--- src/rtl/bsss_pkg.sv ---
`timescale 1ns / 1ps
// shared types and constants for the scene selection core
package bsss_pkg;
    localparam logic [1:0] OP_LOAD   = 2'd0;
    localparam logic [1:0] OP_MISS   = 2'd1;
    localparam logic [1:0] OP_SELECT = 2'd2;
    localparam logic [0:0] REG_RES   = 1'd0;
    localparam logic [0:0] REG_COST  = 1'd1;
    localparam int IDX_W  = 4;
    localparam int DATA_W = 16;
    localparam int CFG_W  = 16;
    localparam int MISS_NUM = 19 * 65536;
endpackage

--- src/rtl/bsss_if.sv ---
`timescale 1ns / 1ps
// request and result channel interfaces
interface bsss_req_if;
    logic        valid;
    logic        ready;
    logic [1:0]  operation;
    logic [3:0]  scene_index;
    logic [15:0] path_length;
    modport source (output valid, operation, scene_index, path_length, input ready);
    modport sink (input valid, operation, scene_index, path_length, output ready);
endinterface

interface bsss_res_if;
    logic        valid;
    logic        ready;
    logic [3:0]  chosen_index;
    logic [15:0] chosen_belief;
    modport source (output valid, chosen_index, chosen_belief, input ready);
    modport sink (input valid, chosen_index, chosen_belief, output ready);
endinterface

--- src/rtl/bsss_div.sv ---
`timescale 1ns / 1ps
// shared restoring divider, one quotient bit per cycle, half-up rounding
module bsss_div
(
    input  logic        clk,
    input  logic        rst_n,
    input  logic        start,
    input  logic [31:0] num,
    input  logic [31:0] den,
    output logic        done,
    output logic [32:0] quot
);
    logic [5:0]  cnt_reg, cnt_next;
    logic        busy_reg, busy_next;
    logic [63:0] num_reg, num_next;
    logic [32:0] rem_reg, rem_next;
    logic [32:0] den_reg, den_next;
    logic [32:0] q_reg, q_next;
    logic [33:0] trial;
    logic [32:0] shifted;

    // numerator is (num << 16) + den/2, 49 bits
    always_comb
    begin
        busy_next = busy_reg;
        cnt_next  = cnt_reg;
        num_next  = num_reg;
        rem_next  = rem_reg;
        den_next  = den_reg;
        q_next    = q_reg;
        done      = 1'b0;
        shifted   = {rem_reg[31:0], num_reg[48]};
        trial     = {1'b0, shifted} - {1'b0, den_reg};
        if (start)
        begin
            busy_next = 1'b1;
            cnt_next  = 6'd49;
            num_next  = {15'd0, {num, 17'd0} >> 1} + {33'd0, den[31:1]};
            rem_next  = '0;
            den_next  = {1'b0, den};
            q_next    = '0;
        end
        else if (busy_reg)
        begin
            num_next = {num_reg[62:0], 1'b0};
            if (!trial[33])
            begin
                rem_next = trial[32:0];
                q_next   = {q_reg[31:0], 1'b1};
            end
            else
            begin
                rem_next = shifted;
                q_next   = {q_reg[31:0], 1'b0};
            end
            cnt_next = cnt_reg - 6'd1;
            if (cnt_reg == 6'd1)
            begin
                busy_next = 1'b0;
                done      = 1'b1;
            end
        end
    end

    assign quot = q_next;

    always_ff @(posedge clk or negedge rst_n)
    begin
        if (!rst_n)
        begin
            busy_reg <= 1'b0;
            cnt_reg  <= '0;
        end
        else
        begin
            busy_reg <= busy_next;
            cnt_reg  <= cnt_next;
        end
    end

    always_ff @(posedge clk)
    begin
        num_reg <= num_next;
        rem_reg <= rem_next;
        den_reg <= den_next;
        q_reg   <= q_next;
    end
endmodule

--- src/rtl/bayes_search_scene_select_core.sv ---
`timescale 1ns / 1ps
// top level of the bayesian scene selection core
// req channel takes operation, scene_index and path_length; res channel
// returns chosen_index and chosen_belief for select requests only.
// load requests and unused operations finish when taken. a miss request
// with an in-range scene_index runs one division for the updated belief,
// a sum pass and, if the sum is nonzero, one division per scene for
// renormalization on the shared divider. a select request walks the scenes
// with one 33x16 cross product pair per scene through S_SDEN, S_SMUL, S_SCMP.
// req ready is low while a request is in work. a result waits in the
// output register while the receiver stalls; loads and misses are taken
// meanwhile, and a following select holds in its last step until the
// result leaves.
// reset sets all beliefs to floor(65536/SCENE_COUNT) capped at 65535, all lengths to zero,
// cell_resolution to 3277 and analysis_cost to 60.
module bayes_search_scene_select_core #(
    parameter int SCENE_COUNT = 16
)
(
    input  logic                  clk,
    input  logic                  rst_n,
    input  logic                  cfg_we,
    input  logic [0:0]            cfg_index,
    input  logic [15:0]           cfg_data,
    bsss_req_if.sink              req,
    bsss_res_if.source            res
);
    localparam int SW = (SCENE_COUNT > 1) ? $clog2(SCENE_COUNT) : 1;
    localparam int CW = SW + 1;
    localparam logic [15:0] UNIFORM =
        (65536 / SCENE_COUNT > 65535) ? 16'hffff : 16'(65536 / SCENE_COUNT);

    localparam logic [3:0] S_IDLE  = 4'd0;
    localparam logic [3:0] S_MDIV  = 4'd1;
    localparam logic [3:0] S_MWAIT = 4'd2;
    localparam logic [3:0] S_SUM   = 4'd3;
    localparam logic [3:0] S_NDIV  = 4'd4;
    localparam logic [3:0] S_NWAIT = 4'd5;
    localparam logic [3:0] S_SDEN  = 4'd6;
    localparam logic [3:0] S_SMUL  = 4'd7;
    localparam logic [3:0] S_SCMP  = 4'd8;

    logic [3:0]  state_reg, state_next;
    logic [15:0] bel_reg [SCENE_COUNT];
    logic [15:0] len_reg [SCENE_COUNT];
    logic [15:0] res_cfg_reg;
    logic [7:0]  cost_reg;
    logic [CW-1:0] cnt_reg, cnt_next;
    logic [SW-1:0] tgt_reg, tgt_next;
    logic [31:0] sum_reg, sum_next;
    logic [32:0] dcur_reg, dcur_next;
    logic [32:0] dbest_reg, dbest_next;
    logic [15:0] bbest_reg, bbest_next;
    logic [SW-1:0] ibest_reg, ibest_next;
    logic [48:0] pa_reg, pa_next, pb_reg, pb_next;
    logic        ovalid_reg, ovalid_next;
    logic [3:0]  oidx_reg, oidx_next;
    logic [15:0] obel_reg, obel_next;
    logic        dstart;
    logic [31:0] dnum, dden;
    logic        ddone;
    logic [32:0] dquot;
    logic        bel_we;
    logic [SW-1:0] bel_wa;
    logic [15:0] bel_wd;
    logic [SW-1:0] cidx;
    logic [32:0] draw;
    logic [20:0] bt;

    bsss_div u_div (
        .clk   (clk),
        .rst_n (rst_n),
        .start (dstart),
        .num   (dnum),
        .den   (dden),
        .done  (ddone),
        .quot  (dquot)
    );

    assign cidx = cnt_reg[SW-1:0];
    assign req.ready = (state_reg == S_IDLE);
    assign res.valid = ovalid_reg;
    assign res.chosen_index = oidx_reg;
    assign res.chosen_belief = obel_reg;
    assign bt = {5'd0, bel_reg[tgt_reg]} * 21'd18;
    assign draw = 33'(len_reg[cidx]) * 33'(res_cfg_reg) + {9'd0, cost_reg, 16'd0};

    always_comb
    begin
        state_next  = state_reg;
        cnt_next    = cnt_reg;
        tgt_next    = tgt_reg;
        sum_next    = sum_reg;
        dcur_next   = dcur_reg;
        dbest_next  = dbest_reg;
        bbest_next  = bbest_reg;
        ibest_next  = ibest_reg;
        pa_next     = pa_reg;
        pb_next     = pb_reg;
        ovalid_next = ovalid_reg && !res.ready;
        oidx_next   = oidx_reg;
        obel_next   = obel_reg;
        dstart      = 1'b0;
        dnum        = {16'd0, bel_reg[tgt_reg]};
        dden        = 32'(bsss_pkg::MISS_NUM) - {11'd0, bt};
        bel_we      = 1'b0;
        bel_wa      = tgt_reg;
        bel_wd      = dquot[15:0];
        unique case (state_reg)
            S_IDLE:
            begin
                if (req.valid && req.ready)
                begin
                    tgt_next = SW'(req.scene_index);
                    cnt_next = '0;
                    if (req.operation == bsss_pkg::OP_MISS
                        && 32'(req.scene_index) < SCENE_COUNT)
                        state_next = S_MDIV;
                    else if (req.operation == bsss_pkg::OP_SELECT)
                        state_next = S_SDEN;
                end
            end
            S_MDIV:
            begin
                dstart     = 1'b1;
                state_next = S_MWAIT;
            end
            S_MWAIT:
            begin
                if (ddone)
                begin
                    bel_we     = 1'b1;
                    state_next = S_SUM;
                    sum_next   = '0;
                    cnt_next   = '0;
                end
            end
            S_SUM:
            begin
                sum_next = sum_reg + 32'(bel_reg[cidx]);
                if (cnt_reg == CW'(SCENE_COUNT - 1))
                begin
                    cnt_next = '0;
                    if (sum_next == '0)
                        state_next = S_IDLE;
                    else
                        state_next = S_NDIV;
                end
                else
                    cnt_next = cnt_reg + 1'b1;
            end
            S_NDIV:
            begin
                dstart     = 1'b1;
                dnum       = {16'd0, bel_reg[cidx]};
                dden       = sum_reg;
                state_next = S_NWAIT;
            end
            S_NWAIT:
            begin
                if (ddone)
                begin
                    bel_we = 1'b1;
                    bel_wa = cidx;
                    bel_wd = (dquot > 33'd65535) ? 16'hffff : dquot[15:0];
                    if (cnt_reg == CW'(SCENE_COUNT - 1))
                        state_next = S_IDLE;
                    else
                    begin
                        cnt_next   = cnt_reg + 1'b1;
                        state_next = S_NDIV;
                    end
                end
            end
            S_SDEN:
            begin
                dcur_next = (draw == '0) ? 33'd1 : draw;
                if (cnt_reg == '0)
                begin
                    dbest_next = (draw == '0) ? 33'd1 : draw;
                    bbest_next = bel_reg[0];
                    ibest_next = '0;
                    cnt_next   = cnt_reg + 1'b1;
                end
                else
                    state_next = S_SMUL;
            end
            S_SMUL:
            begin
                pa_next    = 49'(bel_reg[cidx]) * 49'(dbest_reg);
                pb_next    = 49'(bbest_reg) * 49'(dcur_reg);
                state_next = S_SCMP;
            end
            S_SCMP:
            begin
                if (pa_reg >= pb_reg)
                begin
                    dbest_next = dcur_reg;
                    bbest_next = bel_reg[cidx];
                    ibest_next = cidx;
                end
                if (cnt_reg == CW'(SCENE_COUNT - 1))
                begin
                    // hold until the output register is free
                    if (!ovalid_reg || res.ready)
                    begin
                        ovalid_next = 1'b1;
                        oidx_next   = (pa_reg >= pb_reg) ? 4'(cidx) : 4'(ibest_reg);
                        obel_next   = (pa_reg >= pb_reg) ? bel_reg[cidx] : bbest_reg;
                        state_next  = S_IDLE;
                    end
                end
                else
                begin
                    cnt_next   = cnt_reg + 1'b1;
                    state_next = S_SDEN;
                end
            end
            default:
            begin
                state_next = S_IDLE;
            end
        endcase
    end

    always_ff @(posedge clk or negedge rst_n)
    begin
        if (!rst_n)
        begin
            state_reg   <= S_IDLE;
            ovalid_reg  <= 1'b0;
            res_cfg_reg <= 16'd3277;
            cost_reg    <= 8'd60;
            cnt_reg     <= '0;
            for (int i = 0; i < SCENE_COUNT; i++)
            begin
                bel_reg[i] <= UNIFORM;
                len_reg[i] <= '0;
            end
        end
        else
        begin
            state_reg  <= state_next;
            ovalid_reg <= ovalid_next;
            cnt_reg    <= cnt_next;
            if (cfg_we)
            begin
                if (cfg_index == bsss_pkg::REG_RES)
                    res_cfg_reg <= cfg_data;
                else
                    cost_reg <= cfg_data[7:0];
            end
            if (bel_we)
                bel_reg[bel_wa] <= bel_wd;
            if (req.valid && req.ready && req.operation == bsss_pkg::OP_LOAD
                && 32'(req.scene_index) < SCENE_COUNT)
                len_reg[SW'(req.scene_index)] <= req.path_length;
        end
    end

    always_ff @(posedge clk)
    begin
        tgt_reg   <= tgt_next;
        sum_reg   <= sum_next;
        dcur_reg  <= dcur_next;
        dbest_reg <= dbest_next;
        bbest_reg <= bbest_next;
        ibest_reg <= ibest_next;
        pa_reg    <= pa_next;
        pb_reg    <= pb_next;
        oidx_reg  <= oidx_next;
        obel_reg  <= obel_next;
    end
endmodule
--- src/flat_wrapper.sv ---
// flat-port wrapper written by rule: the top's interface ports become plain ports
module bayes_search_scene_select_core_flat 
#(
    parameter int SCENE_COUNT = 16
)
  (clk, rst_n, cfg_we, cfg_index, cfg_data, req_valid, req_operation, req_scene_index, req_path_length, req_ready, res_valid, res_chosen_index, res_chosen_belief, res_ready);
  bsss_req_if req_i ();
  bsss_res_if res_i ();
  input  logic clk;
  input  logic rst_n;
  input  logic cfg_we;
  input  logic [0:0] cfg_index;
  input  logic [15:0] cfg_data;
  input wire logic [$bits(req_i.valid)-1:0] req_valid;
  input wire logic [$bits(req_i.operation)-1:0] req_operation;
  input wire logic [$bits(req_i.scene_index)-1:0] req_scene_index;
  input wire logic [$bits(req_i.path_length)-1:0] req_path_length;
  output wire logic [$bits(req_i.ready)-1:0] req_ready;
  output wire logic [$bits(res_i.valid)-1:0] res_valid;
  output wire logic [$bits(res_i.chosen_index)-1:0] res_chosen_index;
  output wire logic [$bits(res_i.chosen_belief)-1:0] res_chosen_belief;
  input wire logic [$bits(res_i.ready)-1:0] res_ready;
  assign req_i.valid = req_valid;
  assign req_i.operation = req_operation;
  assign req_i.scene_index = req_scene_index;
  assign req_i.path_length = req_path_length;
  assign req_ready = req_i.ready;
  assign res_valid = res_i.valid;
  assign res_chosen_index = res_i.chosen_index;
  assign res_chosen_belief = res_i.chosen_belief;
  assign res_i.ready = res_ready;
  bayes_search_scene_select_core #(.SCENE_COUNT(SCENE_COUNT)) u_core (.clk(clk), .rst_n(rst_n), .cfg_we(cfg_we), .cfg_index(cfg_index), .cfg_data(cfg_data), .req(req_i), .res(res_i));
endmodule
--- config.mk ---
export PLATFORM = sky130hd
export DESIGN_NAME = bayes_search_scene_select_core_flat
export DESIGN_NICKNAME = d
export VERILOG_FILES = /design/src/rtl/bsss_pkg.sv /design/src/rtl/bsss_if.sv /design/src/rtl/bsss_div.sv /design/src/rtl/bayes_search_scene_select_core.sv /design/src/flat_wrapper.sv
export SDC_FILE = /design/constraint.sdc
export NUM_CORES = 2
export LEC_CHECK = 0
export ABC_AREA = 1
export BUFFER_PORTS_ARGS = -buffer_cell sky130_fd_sc_hd__buf_4
export CAP_MARGIN = 20
export CORE_UTILIZATION = 25
export CTS_CLUSTER_DIAMETER = 50
export CTS_CLUSTER_SIZE = 25
export DETAILED_ROUTE_END_ITERATION = 7
export HOLD_SLACK_MARGIN = 0.03
export PLACE_DENSITY = 0.36
export REMOVE_ABC_BUFFERS = 1
export SYNTH_ARGS = -nofsm -noshare
export SYNTH_HDL_FRONTEND = slang
export SYNTH_SLANG_ARGS = --single-unit
export TNS_END_PERCENT = 1
--- constraint.sdc ---
create_clock -name clk -period 7.8 [get_ports clk]
set_clock_uncertainty 0.1 [all_clocks]
set_input_delay 0.78 -clock clk [delete_from_list [all_inputs] [get_ports clk]]
set_output_delay 0.78 -clock clk [all_outputs]
set_load 0.05 [all_outputs]
Word level (Yosys, flattened, before mapping)
Index checks and enable logic that the tools add are counted.
Word-level totals
  bits in registers: 939
  bits of input ports: 44
  output and inout bits: 22
Cells by class
  add/sub/neg operators: 7
  multiply operators: 4
  magnitude comparators: 8
  equality and inequality tests: 21
  muxes and demuxes: 73
  bitwise gates (word level): 5
  reductions and logical operators: 28
Operators by type and width (number)
  bitwise mux 256 bit: 2
  2-to-1 mux 16 bit: 14
  binary-select mux 16 bit (select 4 bit): 3
  2-to-1 mux 33 bit: 5
  demux 16 bit (select 4 bit): 2
  multiplier 16 x 33 -> 49 bit: 2
  2-to-1 mux 49 bit: 2
  2-to-1 mux 32 bit: 3
  one-hot mux 33 bit (2 select lines): 1
  one-hot mux 32 bit (2 select lines): 1
  2-to-1 mux 4 bit: 13
  adder 48 x 31 -> 49 bit: 1
  >= comparator 49 bit: 1
  one-hot mux 4 bit (9 select lines): 1
  subtractor 33 x 32 -> 34 bit: 1
  adder 32 x 24 -> 33 bit: 1
  greater-than comparator 33 x 16 -> 1 bit, second input constant: 1
  logical NOT 33 bit: 1
  adder 32 x 16 -> 32 bit: 1
  logical NOT 32 bit: 1
  multiplier 16 x 16 -> 32 bit: 1
  one-hot mux 16 bit (2 select lines): 1
  2-to-1 mux 5 bit: 6
  one-hot mux 5 bit (6 select lines): 1
  36 further kinds: 80

Depth between registers and ports, before layout
  depth in word-level cells: 12
  depth in mapped cells: 42
  gate-level depth less buffers: 38

By module
From an unflattened synthesis, not the netlist that was laid out.
Second synthesis, totals
  cells, all modules: 11837
  area, all modules: 92541.3 um2
By module, submodules not included
  bayes_search_scene_select_core: times used 1, cells each 10411, area each 82676.8 um2, sequential area each 20903.8 um2
  bsss_div: times used 1, cells each 1426, area each 9864.5 um2, sequential area each 3908.7 um2

Worst setup path before layout
OpenSTA, ideal clock, no wires.
  path type: register to register
  from: reg u_core.cnt_reg[0]
  to: reg u_core.pa_reg[40], data pin
  library setup time: 252 ps
  arrival: 7066 ps
  data required time: 7448 ps
  slack: 381 ps
  cell stages (with the launch flop): 33
  buffers on the path: 5
  period minus slack after synthesis: 7419 ps
  path through: dfrtp_1 buf_2 buf_2 buf_2 clkbuf_1 a21oi_1 o311ai_0 nand2_1 inv_1 clkbuf_1 nand2_1 fa_1 inv_1 fa_1 inv_1 fa_1 fa_1 inv_1 fa_1 inv_1 fa_1 inv_1 ha_1 nand2_1 nor2_1 nand3_1 nand3_1 a21oi_1 o21ai_0 a21oi_1 or2_2 nand3_1 nand2_1
On the way
  longest elaborated chain between the ends: 5
Ends and longest elaborated chain
  start, declared: line bayes_search_scene_select_core.sv:48  | logic [CW-1:0] cnt_reg, cnt_next;
  start signal, assigned: line bayes_search_scene_select_core.sv:245  | cnt_reg <= cnt_next;
  NOT 4 -> 5 bit (not written as such): line bayes_search_scene_select_core.sv:190  | pa_next = 49'(bel_reg[cidx]) * 49'(dbest_reg);
  binary-select mux 16 bit (select 4 bit): line bayes_search_scene_select_core.sv:190
  2-to-1 mux 16 bit (not written as such) (2 in series): line bayes_search_scene_select_core.sv:190
  multiplier 16 x 33 -> 49 bit: line bayes_search_scene_select_core.sv:190
  end signal, assigned: line bayes_search_scene_select_core.sv:269  | pa_reg <= pa_next;
  end, declared: line bayes_search_scene_select_core.sv:55  | logic [48:0] pa_reg, pa_next, pb_reg, pb_next;
Every way passes these cells. The select of a mux whose other input is x is not followed.
A chain may end at the register's enable or synchronous reset.

Worst setup path in the final report
  from: reg u_core.cnt_reg[0]
  to: reg u_core.pa_reg[45], data pin
The elaborated chain is that of the path after synthesis.

==> metrics.log <==
[metrics] vertical die dimension: 608.0 um
[metrics] multiplexer share of the synthesized area: 0%
[metrics] CP bufs+invs: 12
[metrics] combinational family with the most area after synthesis: adder cells
[metrics] Avg Synthesized Cell Area: 7.955 um2
[metrics] headroom to the max-slew limit: 23.01%
[metrics] global-route wire length before repair: 525,100 um
[metrics] VDD IR max: 0.1462 mV
[metrics] first-pass detailed-route iteration total: 7
[metrics] CTS clock-pin slew for the worst setup and hold paths: 0.05 ns
[metrics] Post-layout nets: 13,480
[metrics] Worst Max-Slew Pin Slew: 1.155 ns
[metrics] proportion of netlist area held by the largest area contributor: 23.35%
[metrics] xor and xnor area share after synthesis: 1.555%
[metrics] most prevalent standard cell on the critical path: sky130_fd_sc_hd__fa_1
[metrics] H-tree depth: 4
[metrics] final RePlAce weighted congestion: 0.8808
[metrics] Via Count: 77,420
[metrics] critical path required time: 8.26 ns
[metrics] internal reg-to-reg setup slack: 0.16 ns
[metrics] min-delay src: cfg_data[15]
[metrics] PnR worst setup slack: 0.1596 ns
[metrics] area of the mapped netlist: 0.09181 mm2
[metrics] Max Cap Viol: 0
[metrics] delay-heaviest family, CP: adder cells
[metrics] core occupancy in the finished layout: 29.84%
[metrics] number of antenna violations at the first check in global routing: 8
[metrics] biggest area contributors in the synthesized netlist: sky130_fd_sc_hd__fa_1, sky130_fd_sc_hd__dfrtp_1, sky130_fd_sc_hd__nand2_1, sky130_fd_sc_hd__edfxtp_1, sky130_fd_sc_hd__inv_1
[metrics] total wire length: 354,400 um
[metrics] number of cells produced by synthesis: 11,540
[metrics] share of cells above drive strength 1: 10.77%
[metrics] drt initial violations: 5,215
[metrics] commonest register cell after synthesis: sky130_fd_sc_hd__dfrtp_1
[metrics] WL per Instance: 21.08 um
[metrics] TritonCTS Sinks: 939
[metrics] fillers: 39,230
[metrics] synth cell count leaders: sky130_fd_sc_hd__nand2_1, sky130_fd_sc_hd__inv_1, sky130_fd_sc_hd__fa_1, sky130_fd_sc_hd__o21ai_0, sky130_fd_sc_hd__nor2_1
[metrics] clock tree root driver cell: sky130_fd_sc_hd__clkbuf_16
[metrics] post-placement setup slack: -0.2033 ns
[metrics] cell taking the most area after synthesis: sky130_fd_sc_hd__fa_1
[metrics] maximum fanout along the worst path: 32
[metrics] area of the die: 0.3697 mm2
[metrics] Seq. cell area: 0.02482 mm2
[metrics] site row count: 222
[metrics] later-pin clock latency in the skew report: 0.86 ns
[metrics] most numerous cell in the Yosys netlist: sky130_fd_sc_hd__nand2_1
[metrics] Worst Hold Path Cells: 3
[metrics] FMAX: 0.1309 GHz
[metrics] number of synthesized flops with an enable pin: 321
[metrics] number of cells on the worst reg-to-reg path: 34
[metrics] drc violations: 0
[metrics] Max stage delay on crit path: 0.53 ns
[metrics] sink of the worst hold path: u_core.res_cfg_reg[15]
[metrics] power density normalized to cell area: 121.5 mW/mm2
[metrics] sequential area share after synthesis: 27.03%
[metrics] I/O pin total: 66
[metrics] area of combinational cells with multiple inputs: 0.05730 mm2
[metrics] worst hold slack: 0.1004 ns
[metrics] clock tree from TritonCTS: yes
[metrics] largest net degree at the start of global routing: 138
[metrics] share of synthesized cell area in full adder, half adder and majority cells: 30.29%
[metrics] number of CTS-inserted buffers: 167
[metrics] met2 global-route usage: 31.62%
[metrics] overall routing resource usage: 18.76%
[metrics] half-perimeter wire length after detailed placement: 272,800 um
[metrics] Period Utilization, post-route: 97.95%
[metrics] reported leakage power: 0.05114 uW
[metrics] Crit path arrival time: 8.10 ns
[metrics] GRT busiest layer: met2
[metrics] reg2reg end: u_core.pa_reg[45]
[metrics] synthesized-area fraction occupied by ao, oa, aoi and oai cells: 11.78%
[metrics] Crit-path slowest cell: sky130_fd_sc_hd__fa_1
[metrics] RSZ-0062 raised after global routing: true
[metrics] number of port buffers: 65
[metrics] number of global-route vias before repair: 80,070
[metrics] count of warnings emitted by yosys: 0
[metrics] Startpoint Class: flop
[metrics] fin. max-slew vios: 0
[metrics] run status: completed
[metrics] area fraction in and, or, nand and nor cells after synthesis: 17.83%
[metrics] count of final setup violators: 0
[metrics] core region area: 0.3655 mm2
[metrics] die outline width: 608.0 um
[metrics] maximum number of buffers from clock root to sink: 4
[metrics] global routing usage on met1: 25.67%
[metrics] number of gates on the worst path with buffers counted: 34
[metrics] met3 track demand over resource in global routing: 1.826%
[metrics] distinct cell type count after synthesis: 56
[metrics] number of register bits inferred by synthesis: 939
[metrics] endpoint kind of the worst setup timing path: flop
[metrics] Final Hold Violating Endpoints: 0
[metrics] via density per instance: 4.605
[metrics] worst reg2reg path startpoint: u_core.cnt_reg[0]
[metrics] Overflow after GRT: 0
[metrics] Final Critical Period: 7.640 ns
[metrics] synthesis-to-finish area growth: 18.80%
[metrics] starting density of the core: 25.12%
[metrics] share of async-settable or async-resettable flops after synthesis: 58.89%
[metrics] worst hold path type: input port to flop
[metrics] critical setup path kind: flop to flop
[metrics] remaining antenna violation count after routing: 0
[layout make-up]
class	count	area share, %
antenna	3	0.006883
clock buffer	194	4.114
clock inverter	112	1.231
inverter	2187	7.590
multi-input combinational	7825	52.54
sequential	939	22.76
tap	4816	5.525
timing repair buffer	735	6.232
[where the power goes]
group | leakage [uW] | switching [uW] | internal (uW)
clock network | 0.00283 | 2940 | 4800
logic | 0.0372 | 256 | 110
registers | 0.0111 | 42.1 | 5100
[stage by stage]
stage               TNS [ns]  instances  cell area (um2)  power (uW)
finish                     0      16810           109100       13250
global route         -0.2054      16810           109100       13720
CTS                        0      16780           107700       13480
detailed placement    -1.059      16460           101800        5591
global placement      -1.207      16460           101700        5592
floorplan           -1452.67      10950            89450        5337
[worst max-delay path by stage]
stage                      start                   to  slack [ns]
5_1_grt        u_core.cnt_reg[0]    u_core.pa_reg[47]       -0.07
6_report       u_core.cnt_reg[0]    u_core.pa_reg[45]        0.16
4_1_cts        u_core.cnt_reg[1]  u_core.dbest_reg[0]       0.005
3_5_place_dp   u_core.cnt_reg[1]    u_core.pa_reg[42]       -0.20
3_3_place_gp   u_core.cnt_reg[1]    u_core.pa_reg[42]       -0.20
2_1_floorplan  u_core.cnt_reg[0]    u_core.pa_reg[40]       -6.99
[layer usage]
metal / vias to the layer above / wire (um) / part of all wire, %
li1: 36610 / - / -
met1: 38740 / 162900 / 46
met2: 1737 / 167600 / 47
met3: 334 / 14240 / 4.0
met4: 0 / 9618 / 2.7
met5: - / 0 / 0
[repair_timing]
item                                    4_1_cts  5_1_grt
endpoints found under the setup margin       15       50
pin swaps                                     0       38
buffers inserted                              0       21
hold buffers                                  6        0
hold endpoints to repair                     90        0
gates cloned                                  0       10
gates resized for setup                      11      238
[cell usage in the layout (no fill, tap or decap), drive strengths merged, types with 58 or more instances in the layout]
cell type and instances:
o21ai 1156, dfrtp 526, inv 2203, dfxtp 65, o22ai 58, nand3 298, clkbuf 204, clkinv 58
fa 1071, ha 509, buf 719, xnor2 68, a21oi 535, nor3 67, edfxtp 321, nand4 90
nand2 2695, nor2 865, xor2 95
[cells by family (layout without fill, tap and decap cells)]
family          after synthesis  in the layout
buf+inv                    2776           3228
xor+xnor                    163            163
simple gates               4080           4080
other cells                   0              3
fa+ha+maj                  1580           1580
compound gates             2002           2002
flops                       939            939
[worst register-to-register path, delay by kind of cell (launching register included)]
| family | cells | cell delay [ns] |
|---|---|---|
| fa+ha+maj | 7 | 3.30 |
| buf+inv | 12 | 1.46 |
| compound gates | 7 | 1.20 |
| simple gates | 7 | 0.67 |
| flops | 1 | 0.48 |
| xor+xnor | 1 | 0.15 |
Power figures use the tool's default switching activity.
